$ cat src/rtl/core/rectangle_region_sum_assert.svh
// Assertion macros for the RTL, included by rrs_back. Each expects i_clk and i_rst_n in scope.
`ifndef RECTANGLE_REGION_SUM_ASSERT_SVH
`define RECTANGLE_REGION_SUM_ASSERT_SVH

// Property that holds in the same cycle.
`define RRS_ASSERT_NOW(lbl, ante, cons, msg) \
    lbl: assert property (@(posedge i_clk) disable iff (!i_rst_n) (ante) |-> (cons)) \
        else $error(msg);

// Property that holds in the next cycle.
`define RRS_ASSERT_NEXT(lbl, ante, cons, msg) \
    lbl: assert property (@(posedge i_clk) disable iff (!i_rst_n) (ante) |=> (cons)) \
        else $error(msg);

`endif

$ cat src/rtl/core/rrs_pkg.sv
package rrs_pkg;

    localparam int DIM      = 64;
    localparam int CRD_W    = 6;                          // width of coordinate fields
    localparam int IDX_W    = (DIM > 1) ? $clog2(DIM) : 1;
    localparam int EXT_W    = (CRD_W > IDX_W) ? CRD_W : IDX_W + 1;
    localparam int ADDR_W   = 2 * IDX_W;                  // {row, col}
    localparam int DATA_W   = 32;
    localparam int CQ_DEPTH = 4;
    localparam int CQ_AW    = $clog2(CQ_DEPTH);

    typedef enum logic [0:0] {
        OP_LOAD  = 1'b0,
        OP_QUERY = 1'b1
    } t_op;

    typedef enum logic [1:0] {
        K_LOAD,
        K_QUERY,
        K_ZERO
    } t_kind;

    typedef enum logic [1:0] {
        B_IDLE,
        B_SCAN,
        B_DRAIN
    } t_bstate;

    // For a load r0/c0 carry row/col; for a query r0/c0 carry top/left and r1/c1 the clamped bottom/right.
    typedef struct packed {
        t_kind              kind;
        logic [IDX_W-1:0]   r0;
        logic [IDX_W-1:0]   c0;
        logic [IDX_W-1:0]   r1;
        logic [IDX_W-1:0]   c1;
        logic [DATA_W-1:0]  value;
        logic               last;
    } t_cmd;

    typedef struct packed {
        logic full;
        logic empty;
    } t_cq_stat;

    function automatic logic [EXT_W-1:0] crd_ext(input logic [CRD_W-1:0] c);
        crd_ext = EXT_W'(c);
    endfunction

    function automatic logic [IDX_W-1:0] ext_idx(input logic [EXT_W-1:0] e);
        ext_idx = e[IDX_W-1:0];
    endfunction

endpackage

$ cat src/rtl/core/rrs_front.sv
module rrs_front (
    input  logic                            i_operation,
    input  logic [rrs_pkg::CRD_W-1:0]       i_row,
    input  logic [rrs_pkg::CRD_W-1:0]       i_col,
    input  logic signed [rrs_pkg::DATA_W-1:0] i_value,
    input  logic [rrs_pkg::CRD_W-1:0]       i_top,
    input  logic [rrs_pkg::CRD_W-1:0]       i_left,
    input  logic [rrs_pkg::CRD_W-1:0]       i_bottom,
    input  logic [rrs_pkg::CRD_W-1:0]       i_right,
    input  logic                            i_last,
    output logic                            o_keep,
    output rrs_pkg::t_cmd                   o_cmd
);

    localparam int EW = rrs_pkg::EXT_W;
    localparam logic [EW-1:0] DIM_E = EW'(rrs_pkg::DIM);
    localparam logic [EW-1:0] MAX_E = EW'(rrs_pkg::DIM - 1);

    logic [EW-1:0] row_e, col_e, top_e, left_e, bot_e, rgt_e;

    always_comb begin
        row_e  = rrs_pkg::crd_ext(i_row);
        col_e  = rrs_pkg::crd_ext(i_col);
        top_e  = rrs_pkg::crd_ext(i_top);
        left_e = rrs_pkg::crd_ext(i_left);
        bot_e  = rrs_pkg::crd_ext(i_bottom);
        rgt_e  = rrs_pkg::crd_ext(i_right);
        if (bot_e > MAX_E) bot_e = MAX_E;
        if (rgt_e > MAX_E) rgt_e = MAX_E;

        o_cmd.value = i_value;
        o_cmd.last  = i_last;
        o_cmd.r1    = rrs_pkg::ext_idx(bot_e);
        o_cmd.c1    = rrs_pkg::ext_idx(rgt_e);
        o_keep      = 1'b1;
        unique case (rrs_pkg::t_op'(i_operation))
            rrs_pkg::OP_LOAD: begin
                o_cmd.kind = rrs_pkg::K_LOAD;
                o_cmd.r0   = rrs_pkg::ext_idx(row_e);
                o_cmd.c0   = rrs_pkg::ext_idx(col_e);
                // loads outside the matrix are swallowed here
                o_keep     = (row_e < DIM_E) && (col_e < DIM_E);
            end
            rrs_pkg::OP_QUERY: begin
                o_cmd.r0   = rrs_pkg::ext_idx(top_e);
                o_cmd.c0   = rrs_pkg::ext_idx(left_e);
                o_cmd.kind = ((top_e > bot_e) || (left_e > rgt_e)) ? rrs_pkg::K_ZERO
                                                                    : rrs_pkg::K_QUERY;
            end
            default: begin
                o_cmd.kind = rrs_pkg::K_ZERO;
                o_cmd.r0   = '0;
                o_cmd.c0   = '0;
            end
        endcase
    end

endmodule

$ cat config.mk
export PLATFORM = sky130hd
export DESIGN_NAME = rrs_front
export DESIGN_NICKNAME = d
export VERILOG_FILES = /design/src/rtl/core/rectangle_region_sum_assert.svh /design/src/rtl/core/rrs_pkg.sv /design/src/rtl/core/rrs_front.sv
export SDC_FILE = /design/constraint.sdc
export NUM_CORES = 1
export LEC_CHECK = 0
export ABC_AREA = 0
export BUFFER_PORTS_ARGS = -buffer_cell sky130_fd_sc_hd__clkbuf_2
export CORE_ASPECT_RATIO = 0.9
export CORE_MARGIN = 5
export CORE_UTILIZATION = 32
export DETAILED_ROUTE_END_ITERATION = 10
export PLACE_DENSITY = 0.94
export RECOVER_POWER = 25
export SETUP_SLACK_MARGIN = 0.15
export SYNTH_ARGS = -nofsm -noshare
export SYNTH_HDL_FRONTEND = slang
export SYNTH_SLANG_ARGS = --single-unit
$ cat constraint.sdc
create_clock -name vclk -period 3.8
set_clock_uncertainty 0.1 [all_clocks]
set_input_delay 0.76 -clock vclk [all_inputs]
set_output_delay 0.76 -clock vclk [all_outputs]
set_load 0.01 [all_outputs]
==> results.txt, run 1 <==
crit path cell chain = clkbuf_2, inv_1, ha_1, a211oi_2, nor2_1, o32ai_1, and3_1, clkbuf_2
TNS Setup = 0 ns
max-slew violation count = 0
vias per cell = 4.25
post_cts resized = 0
CORE AREA = 2450 µm²
Post-CTS Hold Fix Bufs = 0
Vert. Die Dim = 57.7 µm
pwr/cell area = 117 nW/µm²
critical path endpoint category = output pin
post-synthesis average cell area = 7.77 µm²
Tot Pwr = 0.0000947 W
die area = 3630 µm²
Hold Vio Cnt, Final = 0
initial antenna violation count = 0
HPWL after detailed placement = 1530 µm
syn_nets = 186
Inst Count DP = 148
Boundary Pins = 130
most frequent CP cell = clkbuf_2
# setup viols final = 0
largest net degree at the start of global routing = 15
critical path arrival = 2.07 ns
crit start category = primary input
fin crit period = 2.93 ns
CP required = 2.94 ns
GRT Total Usage = 7.87%
Synth area leaders = buf_4, ha_1, mux2_2
Routability Congestion = 0.757
global-route wire length before repair = 2490 µm
DR WL/cell = 11.3 µm
Max FO, Critical Path = 2
DRT Pass-1 Iters = 2
unique cell type count in the Yosys netlist = 19
ratio of cells with drive above 1 in the final layout = 64.2%
# DRC = 0
fmax = 0.341 GHz
peak supply drop = 0.0501 mV
Multi-input gate area = 405 µm²
max incr delay on CP = 0.30 ns
Synth Warn # = 0
Maximum Capacitance Violations = 0
Final Util = 33.0%
status = completed
crit path buf inv count = 3
unrepaired setup endpoints after global routing = no
Synth Cell Area = 808 µm²
vias in the first global route = 574
DR vias = 629
Rows = 17
Initial DRC Count = 14
worst min path class = primary input to output pin
post-CTS setup buffers = 0
Die Wd = 63.0 µm
filler cell count in the final layout = 268
Setup CP Type = primary input to output pin
Final period util = 77.1%
Seq cells = 0
total area of sequential cells = 0 µm²
Post-DRT Antenna Nets = 0
Pleak = 0.511 nW
clkbuf count = 0
leading area contributor after synthesis = buf_4
share of the synthesized area in the top cell type = 42.7%
# nets final = 204
Congestion Overflow GR = 0
sequential area share after synthesis = 0%
number of diodes = 0
Slowest-stage cell, CP = o32ai_1
cell family with most CP delay = compound AO/OA/AOI/OAI gates
initial core utilization = 33.0%
Post-Synthesis Cells = 104
Routed WL = 1670 µm
Area Overhead vs Synth = 0%
Post-Layout Cell Count = 148
Port-buffer cells = 63
[Yosys cell counts, types with 2 or more instances]
library cell	count
nand2_1	2
mux2_2	12
nand2b_1	2
buf_4	46
a21oi_1	2
ha_1	12
o32ai_1	2
inv_1	14
nand4_1	2
[metrics by stage]
| step | hold slack [ns] | worst slack, ns | instance area [µm²] |
|---|---|---|---|
| floorplan | 1.51 | 1.16 | 808 |
| global placement | 1.42 | 0.866 | 808 |
| detailed placement | 1.42 | 0.819 | 808 |
| CTS | 1.42 | 0.827 | 808 |
| global route | 1.42 | 0.797 | 808 |
| finish | 1.42 | 0.869 | 808 |
[per-layer routing]
metal / global-route usage [%] / routed length, µm / vias to the layer above
met5: 0 / 0 / -
met4: 3.03 / 31 / 0
met3: 2.13 / 191 / 12
met2: 13.2 / 775 / 42
met1: 9.61 / 671 / 247
li1: - / - / 328
[final cells by class]
type,instances,share of cell area [%]
Multi-Input combinational cell,43,50.2
Timing Repair Buffer,63,39.0
Inverter,14,6.50
Tap cell,28,4.33
[worst paths after layout]
check	endpoint	cells after the start	from
worst min-delay path	o_cmd[11]	0	i_value[10]
worst max-delay path	o_cmd[57]	8	i_right[3]
[logic make-up (layout without fill, tap and decap cells)]
kind of cell | Yosys count | in the layout | synth area share (%)
buffers and inverters | 61 | 77 | 49.8
adder cells (fa/ha/maj) | 12 | 12 | 18.6
multiplexers | 12 | 12 | 16.7
AO/OA/AOI/OAI | 9 | 9 | 8.51
AND/OR/NAND/NOR | 9 | 9 | 5.88
other | 1 | 1 | 0.464
[placed cells by master (no fill, tap or decap)]
master     n
a211oi_2   1
a21boi_0   1
a21boi_1   1
a21oi_1    2
a21oi_2    1
and3_1     1
clkbuf_2  63
conb_1     1
ha_1      12
inv_1     14
mux2_2    12
nand2_1    2
nand2b_1   2
nand3_1    1
nand4_1    2
nor2_1     1
o21ai_0    1
o32ai_1    2
[power breakdown]
part	switching, W	internal (W)	total (W)
registers	0	0	0
logic	0.0000455	0.0000492	0.0000947
clock network	0	0	0
total	0.0000455	0.0000492	0.0000947
Note: power is estimated with default switching activity, not from simulation.
==> run 2, diff against run 1 <==
CORE_UTILIZATION = 27   (was 32)
PLACE_DENSITY = 0.85   (was 0.94)
clock period = 2.6 ns   (was 3.8 ns; I/O delays follow)
==> run 2 against run 1 <==
- via count is 4.0% higher
- design area is 8.8% higher
- critical endpoint unchanged
- global-route usage is 0.94 points lower
- first-iteration DRC count is 43% lower
- routed wire length is 3.8% higher
- sequential cell count stayed put
- setup slack worse by 0.62 ns
- critical path depth stayed put
- die area is 15% higher
- total power is 61% higher
- largest cell class unchanged
- sequential share of layout area stayed put
- highest routed layer unchanged
- final cell count is 8.1% higher
==> results.txt, run 2 (same netlist as run 1, synthesis figures left out) <==
status = completed
Switch Pwr = 0.0000724 W
Port-buffer cells = 63
initial antenna violation count = 0
die area = 4190 µm²
critical path depth = 8
largest net degree at the start of global routing = 15
CP startpoint = i_right[2]
max incr delay on CP = 0.29 ns
Hold Vio Cnt, Final = 0
fmax = 0.426 GHz
fin area = 880 µm²
vias per cell = 4.09
clock share of power = 0%
CP Capture Point = o_cmd[57]
number of diodes = 0
Initial DRC Count = 8
HPWL after detailed placement = 1530 µm
most frequent cells in the layout = clkbuf_2, inv_1, mux2_2, ha_1, ha_4
vias in the first global route = 574
crit start category = primary input
pwr/cell area = 173 nW/µm²
GRT Total Usage = 6.93%
fin crit period = 2.35 ns
Int Power = 0.0000799 W
crit path cell chain = clkbuf_2, inv_1, ha_1, a211oi_2, nor2_1, o32ai_2, and3_1, buf_2
Inst Count DP = 160
Post-Layout Cell Count = 160
DRT Pass-1 Iters = 4
worst hold start = i_value[10]
ratio of cells with drive above 1 in the final layout = 70.0%
Area Overhead vs Synth = 8.82%
Die Wd = 67.7 µm
TNS Setup = 0 ns
clkbuf count = 0
unrepaired setup endpoints after global routing = yes
Max FO, Critical Path = 2
DR WL/cell = 10.8 µm
Final period util = 90.3%
Routed WL = 1730 µm
post-CTS setup buffers = 0
Post-DRT Antenna Nets = 0
DR vias = 654
# nets final = 204
worst min path class = primary input to output pin
Maximum Capacitance Violations = 0
Vert. Die Dim = 61.9 µm
Boundary Pins = 130
Rows = 18
Slowest-stage cell, CP = o32ai_2
Logic pwr share = 100.0%
peak supply drop = 0.0453 mV
critical path arrival = 1.73 ns
initial core utilization = 28.7%
Setup CP Type = primary input to output pin
# DRC = 0
max-slew violation count = 0
Seq pwr share = 0%
Pleak = 0.514 nW
switching share of total power = 47.6%
total area of sequential cells = 0 µm²
Routability Congestion = 0.659
CP required = 1.98 ns
Hold WS = 0.940 ns
most common cell after layout, fill and taps aside = clkbuf_2
Seq cells = 0
Area after DPL = 823 µm²
Tot Pwr = 0.000152 W
CORE AREA = 2820 µm²
crit path buf inv count = 3
global-route wire length before repair = 2340 µm
cell family with most CP delay = compound AO/OA/AOI/OAI gates
Congestion Overflow GR = 0
# setup viols final = 0
critical path endpoint category = output pin
[run 2: cell types whose count changed in the layout (fill, tap and decap cells not counted), sizes merged]
cell | previous run | this run
buf | 0 | 1
clkbuf | 63 | 62
[run 2: power by group through the flow]
stage                     combinational (W)  clock, W  sequential (W)
after floorplan                    0.000140         0               0
after global placement             0.000139         0               0
after detailed placement           0.000140         0               0
after CTS                          0.000144         0               0
after global routing               0.000171         0               0
final                              0.000152         0               0
[run 2: repair_timing]
item	4_1_cts	5_1_grt
resized for setup	1	8
pin swaps	0	5
hold buffers	0	0
endpoints found under the setup margin	2	2
[run 2: per-layer routing]
layer | track usage [%] | routed length, µm | vias up
li1 | - | - | 330
met1 | 8.33 | 656 | 277
met2 | 13.0 | 865 | 41
met3 | 1.44 | 199 | 6
met4 | 0.867 | 10 | 0
met5 | 0 | 0 | -
[run 2: cell type report]
type               count  area, µm²
fillers              313       1940
inverters             14       52.6
multi-input cells     43        462
well taps             40       50.0
repair buffers        63        315
[run 2: worst min-delay path by stage]
| stage | to | slack (ns) | cells past startpoint |
|---|---|---|---|
| floorplan | o_cmd[0] | 1.03 | 1 |
| global placement | o_cmd[13] | 0.94 | 0 |
| detailed placement | o_cmd[13] | 0.94 | 0 |
| CTS | o_cmd[13] | 0.94 | 0 |
| global route | o_cmd[11] | 0.94 | 0 |
| finish | o_cmd[11] | 0.94 | 0 |
[run 2: stage by stage]
stage,setup WS [ns],util [%]
floorplan,0.442,-
global placement,0.129,29.2
detailed placement,0.0816,29.2
CTS,0.158,29.5
global route,0.148,31.2
finish,0.253,31.2
==> run 3, diff against run 2 <==
CORE_ASPECT_RATIO = 1.2   (was 0.9)
==> run 3 against run 2 <==
- sequential share of layout area stayed put
- total power down 4.4%
- die area barely moved
- clock-buffer cell count unchanged
- design area is 4.7% lower
- highest routed layer unchanged
==> results.txt, run 3 (same netlist as run 1, synthesis figures left out) <==
vias in the first global route = 637
Hold WS = 0.940 ns
Final period util = 90.5%
Routed WL = 1900 µm
HPWL after detailed placement = 1750 µm
die area = 4190 µm²
critical path endpoint category = output pin
# DRC = 0
TNS Setup = 0 ns
global-route wire length before repair = 2670 µm
Port-buffer cells = 63
CORE AREA = 2840 µm²
DR WL/cell = 12.3 µm
status = completed
Tot Pwr = 0.000146 W
# setup viols final = 0
unrepaired setup endpoints after global routing = yes
Rows = 21
Die Wd = 59.9 µm
fin crit period = 2.35 ns
Initial DRC Count = 4
number of diodes = 0
Hold Vio Cnt, Final = 0
total area of sequential cells = 0 µm²
Pleak = 0.514 nW
peak supply drop = 0.0661 mV
Maximum Capacitance Violations = 0
# nets final = 204
DR vias = 653
Setup CP Type = primary input to output pin
CP required = 1.98 ns
Seq cells = 0
initial antenna violation count = 0
initial core utilization = 28.5%
worst min path class = primary input to output pin
Max FO, Critical Path = 3
final setup margin = 0.247 ns
worst hold start = i_value[2]
Routability Congestion = 0.645
clkbuf count = 0
fmax = 0.425 GHz
Worst Hold Depth = 0
post-CTS setup buffers = 0
pwr/cell area = 174 nW/µm²
Post-CTS Hold Fix Bufs = 0
most common cell after layout, fill and taps aside = clkbuf_2
Congestion Overflow GR = 0
Vert. Die Dim = 69.9 µm
critical path arrival = 1.73 ns
crit start category = primary input
Boundary Pins = 130
ratio of cells with drive above 1 in the final layout = 67.5%
GRT Total Usage = 7.62%
filler cell count in the final layout = 335
sink of the worst hold path = o_cmd[3]
Post-DRT Antenna Nets = 0
max-slew violation count = 0
worst slack at placement = 0.120 ns
Area Overhead vs Synth = 3.72%
most frequent cells in the layout = clkbuf_2, inv_1, mux2_2, ha_1, a21oi_2
largest net degree at the start of global routing = 15
DRT Pass-1 Iters = 2
vias per cell = 4.24
[run 3: power breakdown]
group | switching [W] | total [W] | internal, W
Combinational | 0.0000703 | 0.000146 | 0.0000753
Sequential | 0 | 0 | 0
Clock | 0 | 0 | 0
Total | 0.0000703 | 0.000146 | 0.0000753
[run 3: final cells by class]
cell class,instances,area [µm²],area share [%]
inverter,14,52.6,6.27
multi-input combinational,43,428,51.0
tap,34,42.5,5.07
timing repair buffer,63,315,37.6
[run 3: worst max path at each step]
| stage | slack, ns | endpoint | depth (start not counted) | from |
|---|---|---|---|---|
| detailed placement | 0.12 | o_cmd[57] | 8 | i_bottom[4] |
| global placement | 0.18 | o_cmd[57] | 8 | i_right[3] |
| global route | 0.13 | o_cmd[57] | 8 | i_right[3] |
| finish | 0.25 | o_cmd[57] | 8 | i_bottom[4] |
| floorplan | 0.44 | o_cmd[57] | 6 | i_bottom[4] |
| CTS | 0.17 | o_cmd[57] | 8 | i_right[3] |
[run 3: routing by layer]
| metal | wire (µm) | vias to the layer above | global-route usage (%) |
|---|---|---|---|
| li1 | - | 328 | - |
| met1 | 632 | 266 | 8.62 |
| met2 | 913 | 43 | 13.6 |
| met3 | 268 | 16 | 0.552 |
| met4 | 84 | 0 | 3.94 |
| met5 | 0 | - | 0 |
[run 3: timing repair]
action                     4_1_cts  5_1_grt
gates resized for setup          1        3
setup endpoints to repair        1        2
pin swaps                        0        3
cloned                           0        0
hold endpoints to repair         0        0
[run 3: stage by stage]
stage	utilization [%]	instance area (µm²)	cells
global route	29.5	838	154
global placement	28.7	816	154
floorplan	-	808	104
detailed placement	28.7	816	154
CTS	29.0	823	154
finish	29.5	838	154
[run 3: worst max-delay path: stages]
cell      delay, ns
clkbuf_2       0.09
inv_1          0.04
ha_1           0.31
a21oi_2        0.15
a21boi_1       0.09
o32ai_2        0.23
and3_1         0.19
clkbuf_2       0.13
