**src/rtl/core/rectangle_region_sum_assert.svh**
```systemverilog
// Assertion macros for the RTL, included by rrs_back. Each expects i_clk and i_rst_n in scope.
`ifndef RECTANGLE_REGION_SUM_ASSERT_SVH
`define RECTANGLE_REGION_SUM_ASSERT_SVH

// Property that holds in the same cycle.
`define RRS_ASSERT_NOW(lbl, ante, cons, msg) \
    lbl: assert property (@(posedge i_clk) disable iff (!i_rst_n) (ante) |-> (cons)) \
        else $error(msg);

// Property that holds in the next cycle.
`define RRS_ASSERT_NEXT(lbl, ante, cons, msg) \
    lbl: assert property (@(posedge i_clk) disable iff (!i_rst_n) (ante) |=> (cons)) \
        else $error(msg);

`endif

```
**src/rtl/core/rrs_pkg.sv**
```systemverilog
package rrs_pkg;

    localparam int DIM      = 64;
    localparam int CRD_W    = 6;                          // width of coordinate fields
    localparam int IDX_W    = (DIM > 1) ? $clog2(DIM) : 1;
    localparam int EXT_W    = (CRD_W > IDX_W) ? CRD_W : IDX_W + 1;
    localparam int ADDR_W   = 2 * IDX_W;                  // {row, col}
    localparam int DATA_W   = 32;
    localparam int CQ_DEPTH = 4;
    localparam int CQ_AW    = $clog2(CQ_DEPTH);

    typedef enum logic [0:0] {
        OP_LOAD  = 1'b0,
        OP_QUERY = 1'b1
    } t_op;

    typedef enum logic [1:0] {
        K_LOAD,
        K_QUERY,
        K_ZERO
    } t_kind;

    typedef enum logic [1:0] {
        B_IDLE,
        B_SCAN,
        B_DRAIN
    } t_bstate;

    // For a load r0/c0 carry row/col; for a query r0/c0 carry top/left and r1/c1 the clamped bottom/right.
    typedef struct packed {
        t_kind              kind;
        logic [IDX_W-1:0]   r0;
        logic [IDX_W-1:0]   c0;
        logic [IDX_W-1:0]   r1;
        logic [IDX_W-1:0]   c1;
        logic [DATA_W-1:0]  value;
        logic               last;
    } t_cmd;

    typedef struct packed {
        logic full;
        logic empty;
    } t_cq_stat;

    function automatic logic [EXT_W-1:0] crd_ext(input logic [CRD_W-1:0] c);
        crd_ext = EXT_W'(c);
    endfunction

    function automatic logic [IDX_W-1:0] ext_idx(input logic [EXT_W-1:0] e);
        ext_idx = e[IDX_W-1:0];
    endfunction

endpackage

```
**src/rtl/core/rrs_cmd_q.sv**
```systemverilog
module rrs_cmd_q (
    input  logic                i_clk,
    input  logic                i_rst_n,
    input  logic                i_push,
    input  rrs_pkg::t_cmd       i_cmd,
    input  logic                i_pop,
    output rrs_pkg::t_cmd       o_head,
    output rrs_pkg::t_cq_stat   o_stat
);

    localparam int AW = rrs_pkg::CQ_AW;
    localparam logic [AW:0] DEPTH_C = (AW + 1)'(rrs_pkg::CQ_DEPTH);

    rrs_pkg::t_cmd  r_slot [rrs_pkg::CQ_DEPTH];
    logic [AW-1:0]  r_wp, r_rp, n_wp, n_rp;
    logic [AW:0]    r_cnt, n_cnt;
    logic           do_push, do_pop;

    always_comb begin
        o_stat.full  = (r_cnt == DEPTH_C);
        o_stat.empty = (r_cnt == '0);
        do_push      = i_push && !o_stat.full;
        do_pop       = i_pop && !o_stat.empty;
        n_wp         = do_push ? AW'(r_wp + 1'b1) : r_wp;
        n_rp         = do_pop  ? AW'(r_rp + 1'b1) : r_rp;
        case ({do_push, do_pop})
            2'b10:   n_cnt = (AW + 1)'(r_cnt + 1'b1);
            2'b01:   n_cnt = (AW + 1)'(r_cnt - 1'b1);
            default: n_cnt = r_cnt;
        endcase
        o_head = r_slot[r_rp];
    end

    always_ff @(posedge i_clk) begin
        if (!i_rst_n) begin
            r_wp  <= '0;
            r_rp  <= '0;
            r_cnt <= '0;
        end else begin
            r_wp  <= n_wp;
            r_rp  <= n_rp;
            r_cnt <= n_cnt;
        end
    end

    always_ff @(posedge i_clk) begin
        if (do_push) r_slot[r_wp] <= i_cmd;
    end

endmodule

```
**config.mk**
```make
export PLATFORM = sky130hd
export DESIGN_NAME = rrs_cmd_q
export DESIGN_NICKNAME = d
export VERILOG_FILES = /design/src/rtl/core/rectangle_region_sum_assert.svh /design/src/rtl/core/rrs_pkg.sv /design/src/rtl/core/rrs_cmd_q.sv
export SDC_FILE = /design/constraint.sdc
export NUM_CORES = 1
export LEC_CHECK = 0
export BUFFER_PORTS_ARGS = -buffer_cell sky130_fd_sc_hd__buf_4
export CAP_MARGIN = 20
export CORE_MARGIN = 1
export CORE_UTILIZATION = 35
export DETAILED_ROUTE_END_ITERATION = 10
export PLACE_DENSITY = 0.5
export SYNTH_ARGS = -nofsm -noshare
export SYNTH_HDL_FRONTEND = slang
export SYNTH_SLANG_ARGS = --single-unit
```
**constraint.sdc**
```tcl
create_clock -name i_clk -period 3.9 [get_ports i_clk]
set_clock_uncertainty 0.1 [all_clocks]
set_input_delay 0.585 -clock i_clk [delete_from_list [all_inputs] [get_ports i_clk]]
set_output_delay 0.585 -clock i_clk [all_outputs]
set_load 0.02 [all_outputs]
```
==> results.yml, run 1 <==
run_status:
  run_status: "finished, final reports clean"
sta:
  period_minus_slack_ns: 2.960
  worstMarginPinSlew_ns: 0.9818
  finalHoldViolCount: 0
  clock.fmax_ghz: 0.3379
  slew_headroom: 0.3454
  post-route-period-util: 0.7589
  finalSetupViolCount: 0
  setup-tns-final_ns: 0
  rsz0062_at_grt: "false"
  finalWorstSetupSlack_ns: 0.9404
  hold_ws_ns: 0.1690
  drv_slew: 0
floorplanning:
  die_h_um: 162.5
  initial_utilization: 0.3570
  die_area_um2: 26410
  core_area_um2: 25250
  die_w_um: 162.5
  fp-row-count: 58
  io_pins: 124
layout:
  final_area_um2: 11090
  final_cell_mix: "edfxtp_1 (236), buf_4 (125), mux4_2 (59)"
  final_nets: 570
  final_common_cell: "edfxtp_1"
  antenna_cells: 0
  synthToLayoutAreaGrowth_pct: 23.05
  drive_gt1_frac: 0.4316
  fill_cells: 2186
synthesis:
  ys_warn_count: 0
  ys_seq_area_frac: 0.8060
  ys_types: 24
  ys_ff_latch: 245
  syn-instance-count: 363
  syn-num-nets: 432
  netlist_area_um2: 9016
  synth_area_per_cell_um2: 24.84
placement:
  gp_congestion: 0.6457
  post-dp-hpwl_um: 9304
  portBuffers: 123
  post_dp_cell_area_um2: 10280
  place_ws_ns: 1.299
hold_path:
  hold_path.class: "input pin to flop"
cts:
  root_buffer: "clkbuf_16"
  cts_setup_buffers: 0
  cts.repair.resized: 0
  numCtsBuffers: 26
  cts_buffer_depth: 3
  cts_sinks: 245
  cts.htree.levels: 1
  postCtsHoldBufs: 0
  cts_tree: "done"
  path_clk_slew_ns: 0.06
  clk_latency_ns: 0.51
route:
  drc: 0
  dr.pass1.iters: 4
  vias_per_cell: 4.757
  wl_um: 16820
  ant_nets: 0
  wire_per_inst_um: 19.81
  drt_iter0_drc: 202
  vias: 4039
global_route:
  grt_max_degree: 60
  grt_use_total: 0.1293
  globalRouteOverflowTotal: 0
  antenna_found_initial: 0
  grt_pass1_wl_um: 25610
  grt_pass1_vias: 4604
worst_setup_path:
  critPathCaptureType: "output port"
  path_max_fanout: 25
  crit_arrival_ns: 2.27
  critPathKind: "flop to output port"
  critPathRequiredTime_ns: 3.21
  critPathLaunchType: "flop"
pwr:
  total_power_uw: 7418
  leakage_uw: 0.003683
  peakVddDrop_mv: 0.3729
  powerDensity_nw_per_um2: 668.6
run:
  cap_violations: 0
## cell type report
cell class / instances / area [um^2] / area share
multi-input cells: 96 / 1617 / 0.1457
well taps: 330 / 412.9 / 0.03722
clock buffers: 35 / 705.7 / 0.06361
repair buffers: 126 / 958.4 / 0.08639
inverters: 6 / 22.52 / 0.002030
flip-flops and latches: 245 / 7274 / 0.6557
clock inverters: 11 / 103.9 / 0.009361
## synthesized netlist by cell type (all sizes together)
| library cell | number | share of area |
|---|---|---|
| a21boi | 2 | 0.0017 |
| and2 | 6 | 0.0042 |
| buf | 10 | 0.011 |
| clkbuf | 6 | 0.0026 |
| dfxtp | 9 | 0.020 |
| edfxtp | 236 | 0.79 |
| fa | 1 | 0.0022 |
| ha | 5 | 0.0069 |
| inv | 6 | 0.0025 |
| mux2i | 2 | 0.0022 |
| mux4 | 59 | 0.15 |
| nand2 | 7 | 0.0029 |
| nor2b | 2 | 0.0014 |
| nor3 | 1 | 0.0011 |
| nor3b | 1 | 0.00083 |
| o21ai | 5 | 0.0028 |
| or3 | 2 | 0.0014 |
| or4bb | 1 | 0.0012 |
| xnor2 | 1 | 0.00097 |
| xor2 | 1 | 0.00097 |
## critical path, stage by stage (launching register included)
cell     delay (ns)
dfxtp_4        0.69
buf_4          0.33
mux4_2         0.55
buf_4          0.18
## per-stage QoR
stage / cells / utilization
after floorplan: 363 / -
after global placement: 803 / 0.4073
after detailed placement: 803 / 0.4073
after CTS: 849 / 0.4393
after global routing: 849 / 0.4393
final: 849 / 0.4393
## state kept, by name, summed over array words and instances (netlist names), named ones only
name and cells:
r_cnt 3, r_wp 2, r_rp 2, r_slot 236
## cell families (layout without fill, tap and decap cells)
family	count (synthesis)	in the layout	share of synthesized area
flip-flops	245	245	0.8060
AND/OR/NAND/NOR	20	20	0.01305
XOR/XNOR	2	2	0.001943
adder cells (fa/ha/maj)	6	6	0.009159
buffers and inverters	22	178	0.01582
multiplexers	61	61	0.1496
AO/OA/AOI/OAI	7	7	0.004440
## per-layer routing
metal  up-vias  wire length [um]  global-route usage
met4         0               274             0.03774
met2       102              8197              0.2141
met5         -                 0                   0
li1       1806                 -                   -
met3        25              1096             0.03591
met1      2106              7247              0.1658
## power by group
part / internal [uW] / total (uW) / switching [uW] / leakage, uW
combinational: 851 / 1750 / 895 / 0.00105
sequential: 3180 / 3340 / 164 / 0.00224
clock: 1390 / 2330 / 934 / 0.000394
## worst paths after layout
| path | startpoint | slack [ns] | depth (start not counted) | to |
|---|---|---|---|---|
| setup reg to reg | r_cnt[2] | 1.46 | 9 | r_cnt[2] |
| hold reg to reg | r_rp[0] | 0.39 | 2 | r_rp[0] |
| hold / removal | i_cmd[48] | 0.17 | 1 | r_slot[1][48] |
| setup / recovery | flop | 0.94 | 3 | o_head[11] |
No activity file was read; power rests on OpenSTA's default activity.
==> run 2, diff against run 1 <==
--- a/config.mk
+++ b/config.mk
@@ -10,7 +10,7 @@
 export CORE_MARGIN = 1
 export CORE_UTILIZATION = 35
 export DETAILED_ROUTE_END_ITERATION = 10
-export PLACE_DENSITY = 0.5
+export PLACE_DENSITY = 0.52
 export SYNTH_ARGS = -nofsm -noshare
 export SYNTH_HDL_FRONTEND = slang
 export SYNTH_SLANG_ARGS = --single-unit
==> constraint.sdc (replaced) <==
create_clock -name i_clk -period 2.6 [get_ports i_clk]
set_clock_uncertainty 0.1 [all_clocks]
set_input_delay 0.39 -clock i_clk [delete_from_list [all_inputs] [get_ports i_clk]]
set_output_delay 0.39 -clock i_clk [all_outputs]
set_load 0.02 [all_outputs]
==> run 2 against run 1 <==
  * Die area stayed put
  * Count of clock-buffer cells in the layout is 1 higher
  * Via count is 6.9% higher
  * Clock power is 45% higher
  * Non-clock buffer count is 73 higher
  * Largest power group unchanged
==> results.yml, run 2 (synthesis results as in run 1) <==
cts:
  path_clk_slew_ns: 0.06
  cts_sinks: 245
  cts.htree.levels: 1
  root_buffer: "clkbuf_16"
  cts_buffer_depth: 3
  cts_tree: "done"
  clk_latency_ns: 0.51
  numCtsBuffers: 26
  cts.repair.resized: 0
sta:
  clock.fmax_ghz: 0.4125
  setup-tns-final_ns: 0
  slew_headroom: 0.6170
  finalSetupViolCount: 0
  drv_slew: 0
  rsz0062_at_grt: "false"
  finalHoldViolCount: 0
  worstMarginPinSlew_ns: 0.5733
  period_minus_slack_ns: 2.424
  post-route-period-util: 0.9325
floorplanning:
  fp-row-count: 58
  die_h_um: 162.5
  initial_utilization: 0.3570
  core_area_um2: 25250
  die_w_um: 162.5
  io_pins: 124
  die_area_um2: 26410
worst_setup_path:
  critPathRequiredTime_ns: 2.11
  critPathCaptureType: "output port"
  crit_arrival_ns: 1.93
  critPathKind: "flop to output port"
  r2r_slack_ns: 0.28
  path_max_fanout: 20
  crit_chain: "buf_12 > mux4_2 > buf_4"
  path_buf_inv: 2
  cpPeakStageDelay_ns: 0.56
  reg2reg_depth: 9
  critPathTopFamily: "multiplexers"
  critPathLaunchType: "flop"
  r2r_start: "r_cnt[2]"
  r2r_end: "r_cnt[2]"
  cp_slowest_cell: "mux4_2"
layout:
  final_area_um2: 11850
  top_regs: "r_slot (236), r_cnt (3)"
  final_cell_mix: "edfxtp_1 (236), buf_4 (133), mux4_2 (59), dlygate4sd3_1 (59), clkbuf_16 (27)"
  largest-register: "r_slot"
  largest_reg_flops: 236
  fin_util: 0.4691
  synthToLayoutAreaGrowth_pct: 31.40
  drive_gt1_frac: 0.4061
  final_nets: 643
  final_common_cell: "edfxtp_1"
pwr:
  leakage_uw: 0.004012
  powerDensity_nw_per_um2: 946.2
  peakVddDrop_mv: 0.5662
  total_power_uw: 11210
global_route:
  antenna_found_initial: 1
  grt_pass1_vias: 4734
  globalRouteOverflowTotal: 0
  grt_pass1_wl_um: 26350
  grt_max_degree: 34
  grt_use_total: 0.1327
hold_path:
  hp-start: "i_rst_n"
  hold_path.class: "input pin to flop"
  hold-path-endpoint: "r_cnt[0]"
  whs_path_depth: 2
route:
  vias: 4316
  dr.pass1.iters: 4
  wire_per_inst_um: 18.49
  vias_per_cell: 4.681
  ant_nets: 0
  drc: 0
  wl_um: 17050
  drt_iter0_drc: 156
run:
  cap_violations: 0
placement:
  post-dp-hpwl_um: 9890
  portBuffers: 123
  gp_congestion: 0.6654
  post_dp_cell_area_um2: 10450
run_status:
  run_status: "finished, final reports clean"
run 2: changes by cell type in the layout (fill, tap and decap cells not counted), sizes merged:
| cell | change |
|---|---|
| clkinvlp | +1 |
| clkinv | -2 |
| dlygate4sd3 | +59 |
| clkbuf | +1 |
| buf | +14 |
| diode | +1 |
| bufinv | -1 |
run 2: final cells by class:
cell class                      instances  area [um^2]
Tap cell                              330        412.9
Fill cell                            2145        13410
Sequential cell                       245         7274
Multi-Input combinational cell         96         1622
Clock buffer                           36        709.4
Antenna cell                            1        2.502
Clock inverter                          9        75.07
Inverter                                6        22.52
Timing Repair Buffer                  199         1729
run 2: per-layer routing:
metal  part of all wire  global-route usage  wire [um]
met1               0.43              0.1755       7305
met2               0.50              0.2201       8560
met3              0.053             0.03056        904
met4              0.016             0.03559        277
met5                  0                   0          0
run 2: metrics by stage:
step,std cells,hold WS (ns),worst slack [ns]
after floorplan,363,0.3609,0.2382
after global placement,814,0.3764,0.4407
after detailed placement,814,0.3869,0.2823
after CTS,921,0.04298,0.1148
after global routing,921,0.06748,0.08779
final,922,0.06454,0.1756
run 2: report_power, final:
group | leakage, uW | switching, uW | total, uW | internal, uW
Sequential | 0.00224 | 148 | 4910 | 4760
Clock | 0.000380 | 1400 | 3390 | 2000
Combinational | 0.00139 | 1480 | 2910 | 1430
Total | 0.00401 | 3020 | 11200 | 8190
run 2: worst max-delay path by stage:
| stage | endpoint | slack [ns] | cells after the start |
|---|---|---|---|
| finish | o_head[27] | 0.18 | 3 |
| global route | o_head[27] | 0.09 | 3 |
| CTS | o_head[27] | 0.11 | 3 |
| detailed placement | r_cnt[2] | 0.28 | 9 |
| global placement | r_cnt[2] | 0.44 | 9 |
| floorplan | r_cnt[2] | 0.24 | 10 |
run 2: worst register-to-register path: stages, from the launching register on:
cell and delay, ns:
dfxtp_1 0.34, nor3b_2 0.17, nor2b_1 0.47, inv_1 0.11, ha_1 0.24, inv_1 0.08, fa_1 0.18, xor2_1 0.08
or3_1 0.30, a21boi_0 0.18
run 2: what timing repair did:
action / CTS / global route
setup buffers: 3 / 0
endpoints found under the hold margin: 236 / 0
endpoints found under the setup margin: 47 / 0
hold buffers: 59 / 0
==> run 3, diff against run 2 <==
--- a/config.mk
+++ b/config.mk
@@ -10,7 +10,7 @@
 export CORE_MARGIN = 1
 export CORE_UTILIZATION = 35
 export DETAILED_ROUTE_END_ITERATION = 10
-export PLACE_DENSITY = 0.52
+export SLEW_MARGIN = 25
 export SYNTH_ARGS = -nofsm -noshare
 export SYNTH_HDL_FRONTEND = slang
 export SYNTH_SLANG_ARGS = --single-unit
==> run 3 against run 2 <==
  * Sequential cell count stayed put
  * Sequential power about the same
  * Routed wire length rose by 0.83%
  * Cell count down 0.65%
  * Utilization grew 0.36 points
  * Maximum frequency decreased by 2.7%
  * Non-clock buffer count shrank 9
  * Register-to-register slack better by 0.03 ns
  * Critical path type unchanged
  * Largest power group unchanged
  * Highest routed layer unchanged
==> results.yml, run 3 (synthesis results as in run 1) <==
route:
  drc: 0
  dr.pass1.iters: 6
  ant_nets: 0
  drt_iter0_drc: 265
  wire_per_inst_um: 18.77
  vias_per_cell: 4.704
  vias: 4309
  wl_um: 17190
layout:
  drive_gt1_frac: 0.4068
  fill_cells: 2127
  ff_latch_area_um2: 7274
  top_regs: "r_slot (236), r_cnt (3)"
  largest_reg_flops: 236
  final_common_cell: "edfxtp_1"
  synthToLayoutAreaGrowth_pct: 32.40
  fin_cells: 916
  multi_input_area_um2: 1622
  largest-register: "r_slot"
  final_nets: 634
  final_cell_mix: "edfxtp_1 (236), buf_4 (110), mux4_2 (59), dlygate4sd3_1 (59), clkbuf_16 (28)"
sta:
  finalSetupViolCount: 0
  rsz0062_at_grt: "false"
  finalWorstSetupSlack_ns: 0.1081
  worstMarginPinSlew_ns: 0.5329
  drv_slew: 0
  clock.fmax_ghz: 0.4013
  slew_headroom: 0.6440
  post-route-period-util: 0.9584
  period_minus_slack_ns: 2.492
  finalHoldViolCount: 0
global_route:
  grt_max_degree: 60
  grt_pass1_vias: 4735
  antenna_found_initial: 1
  globalRouteOverflowTotal: 0
  grt_use_total: 0.1310
  grt_pass1_wl_um: 26040
worst_setup_path:
  crit_arrival_ns: 2.00
  critPathLaunchType: "flop"
  reg2reg_depth: 8
  critPathCaptureType: "output port"
  path_max_fanout: 19
  r2r_end: "r_cnt[1]"
  critPathRequiredTime_ns: 2.11
  r2r_slack_ns: 0.31
  critPathKind: "flop to output port"
  r2r_start: "r_cnt[2]"
cts:
  clk_latency_ns: 0.51
  cts_buffer_depth: 3
  root_buffer: "clkbuf_16"
  cts_sinks: 245
  numCtsBuffers: 26
  path_clk_slew_ns: 0.06
  cts.htree.levels: 1
  cts_tree: "done"
  cts_setup_buffers: 0
pwr:
  leakage_uw: 0.004033
  powerDensity_nw_per_um2: 968.7
  total_power_uw: 11560
  peakVddDrop_mv: 0.5135
run:
  cap_violations: 0
floorplanning:
  die_w_um: 162.5
  die_h_um: 162.5
  fp-row-count: 58
  die_area_um2: 26410
  core_area_um2: 25250
  io_pins: 124
  initial_utilization: 0.3570
hold_path:
  whs_path_depth: 2
  hold_path.class: "input pin to flop"
  hp-start: "i_rst_n"
  hold-path-endpoint: "r_cnt[0]"
placement:
  portBuffers: 123
  post-dp-hpwl_um: 9326
  gp_congestion: 0.7183
  placed_cells: 807
  place_ws_ns: 0.3137
run_status:
  run_status: "finished, final reports clean"
## run 3: layout make-up
cell class                 count  area share
tap                          330     0.03459
multi-input combinational     96      0.1358
antenna                        1   0.0002096
sequential                   245      0.6094
clock inverter                14     0.01226
inverter                       6    0.001887
clock buffer                  34     0.06048
timing repair buffer         190      0.1454
## run 3: through the flow
step           area [um^2]  hold slack, ns  setup TNS (ns)  utilization
2_1_floorplan         9026          0.3609               0            -
3_5_place_dp         10400          0.3868               0       0.4116
3_3_place_gp         10400          0.3694               0       0.4116
6_report             11940         0.07096               0       0.4727
5_1_grt              11940         0.06368               0       0.4726
4_1_cts              11910         0.04193        -0.02803       0.4716
## run 3: worst max path at each step
stage               startpoint         end  slack, ns  depth (start not counted)
floorplan             r_cnt[2]    r_cnt[2]       0.24                         10
global placement        i_push    r_cnt[2]       0.43                          9
detailed placement    r_cnt[2]    r_cnt[2]       0.31                          9
CTS                       flop  o_head[58]      -0.01                          3
global route              flop   o_head[3]      0.008                          3
finish                    flop   o_head[3]       0.11                          3
## run 3: power breakdown
group	total [uW]	switching (uW)	internal (uW)	leakage [uW]
clock	3670	1420	2250	0.000424
combinational	2990	1520	1480	0.00137
sequential	4910	145	4760	0.00224
total	11600	3080	8480	0.00403
## run 3: routing by layer
layer  global-route usage  wire [um]  vias to the layer above
met4              0.03774        293                        0
met1               0.1664       7225                     2229
met3              0.02827        957                       24
met2               0.2253       8713                      117
met5                    0          0                        -
li1                     -          -                     1939
## run 3: what timing repair did
item / 4_1_cts / 5_1_grt
gates cloned: 0 / 1
gates resized for setup: 14 / 0
endpoints found under the hold margin: 236 / 0
setup endpoints to repair: 22 / 38
hold buffers: 59 / 0
## run 3: critical path: stages (launching register included)
cell and delay (ns):
dfxtp_4 0.48, clkbuf_16 0.28, mux4_2 0.56, buf_6 0.15
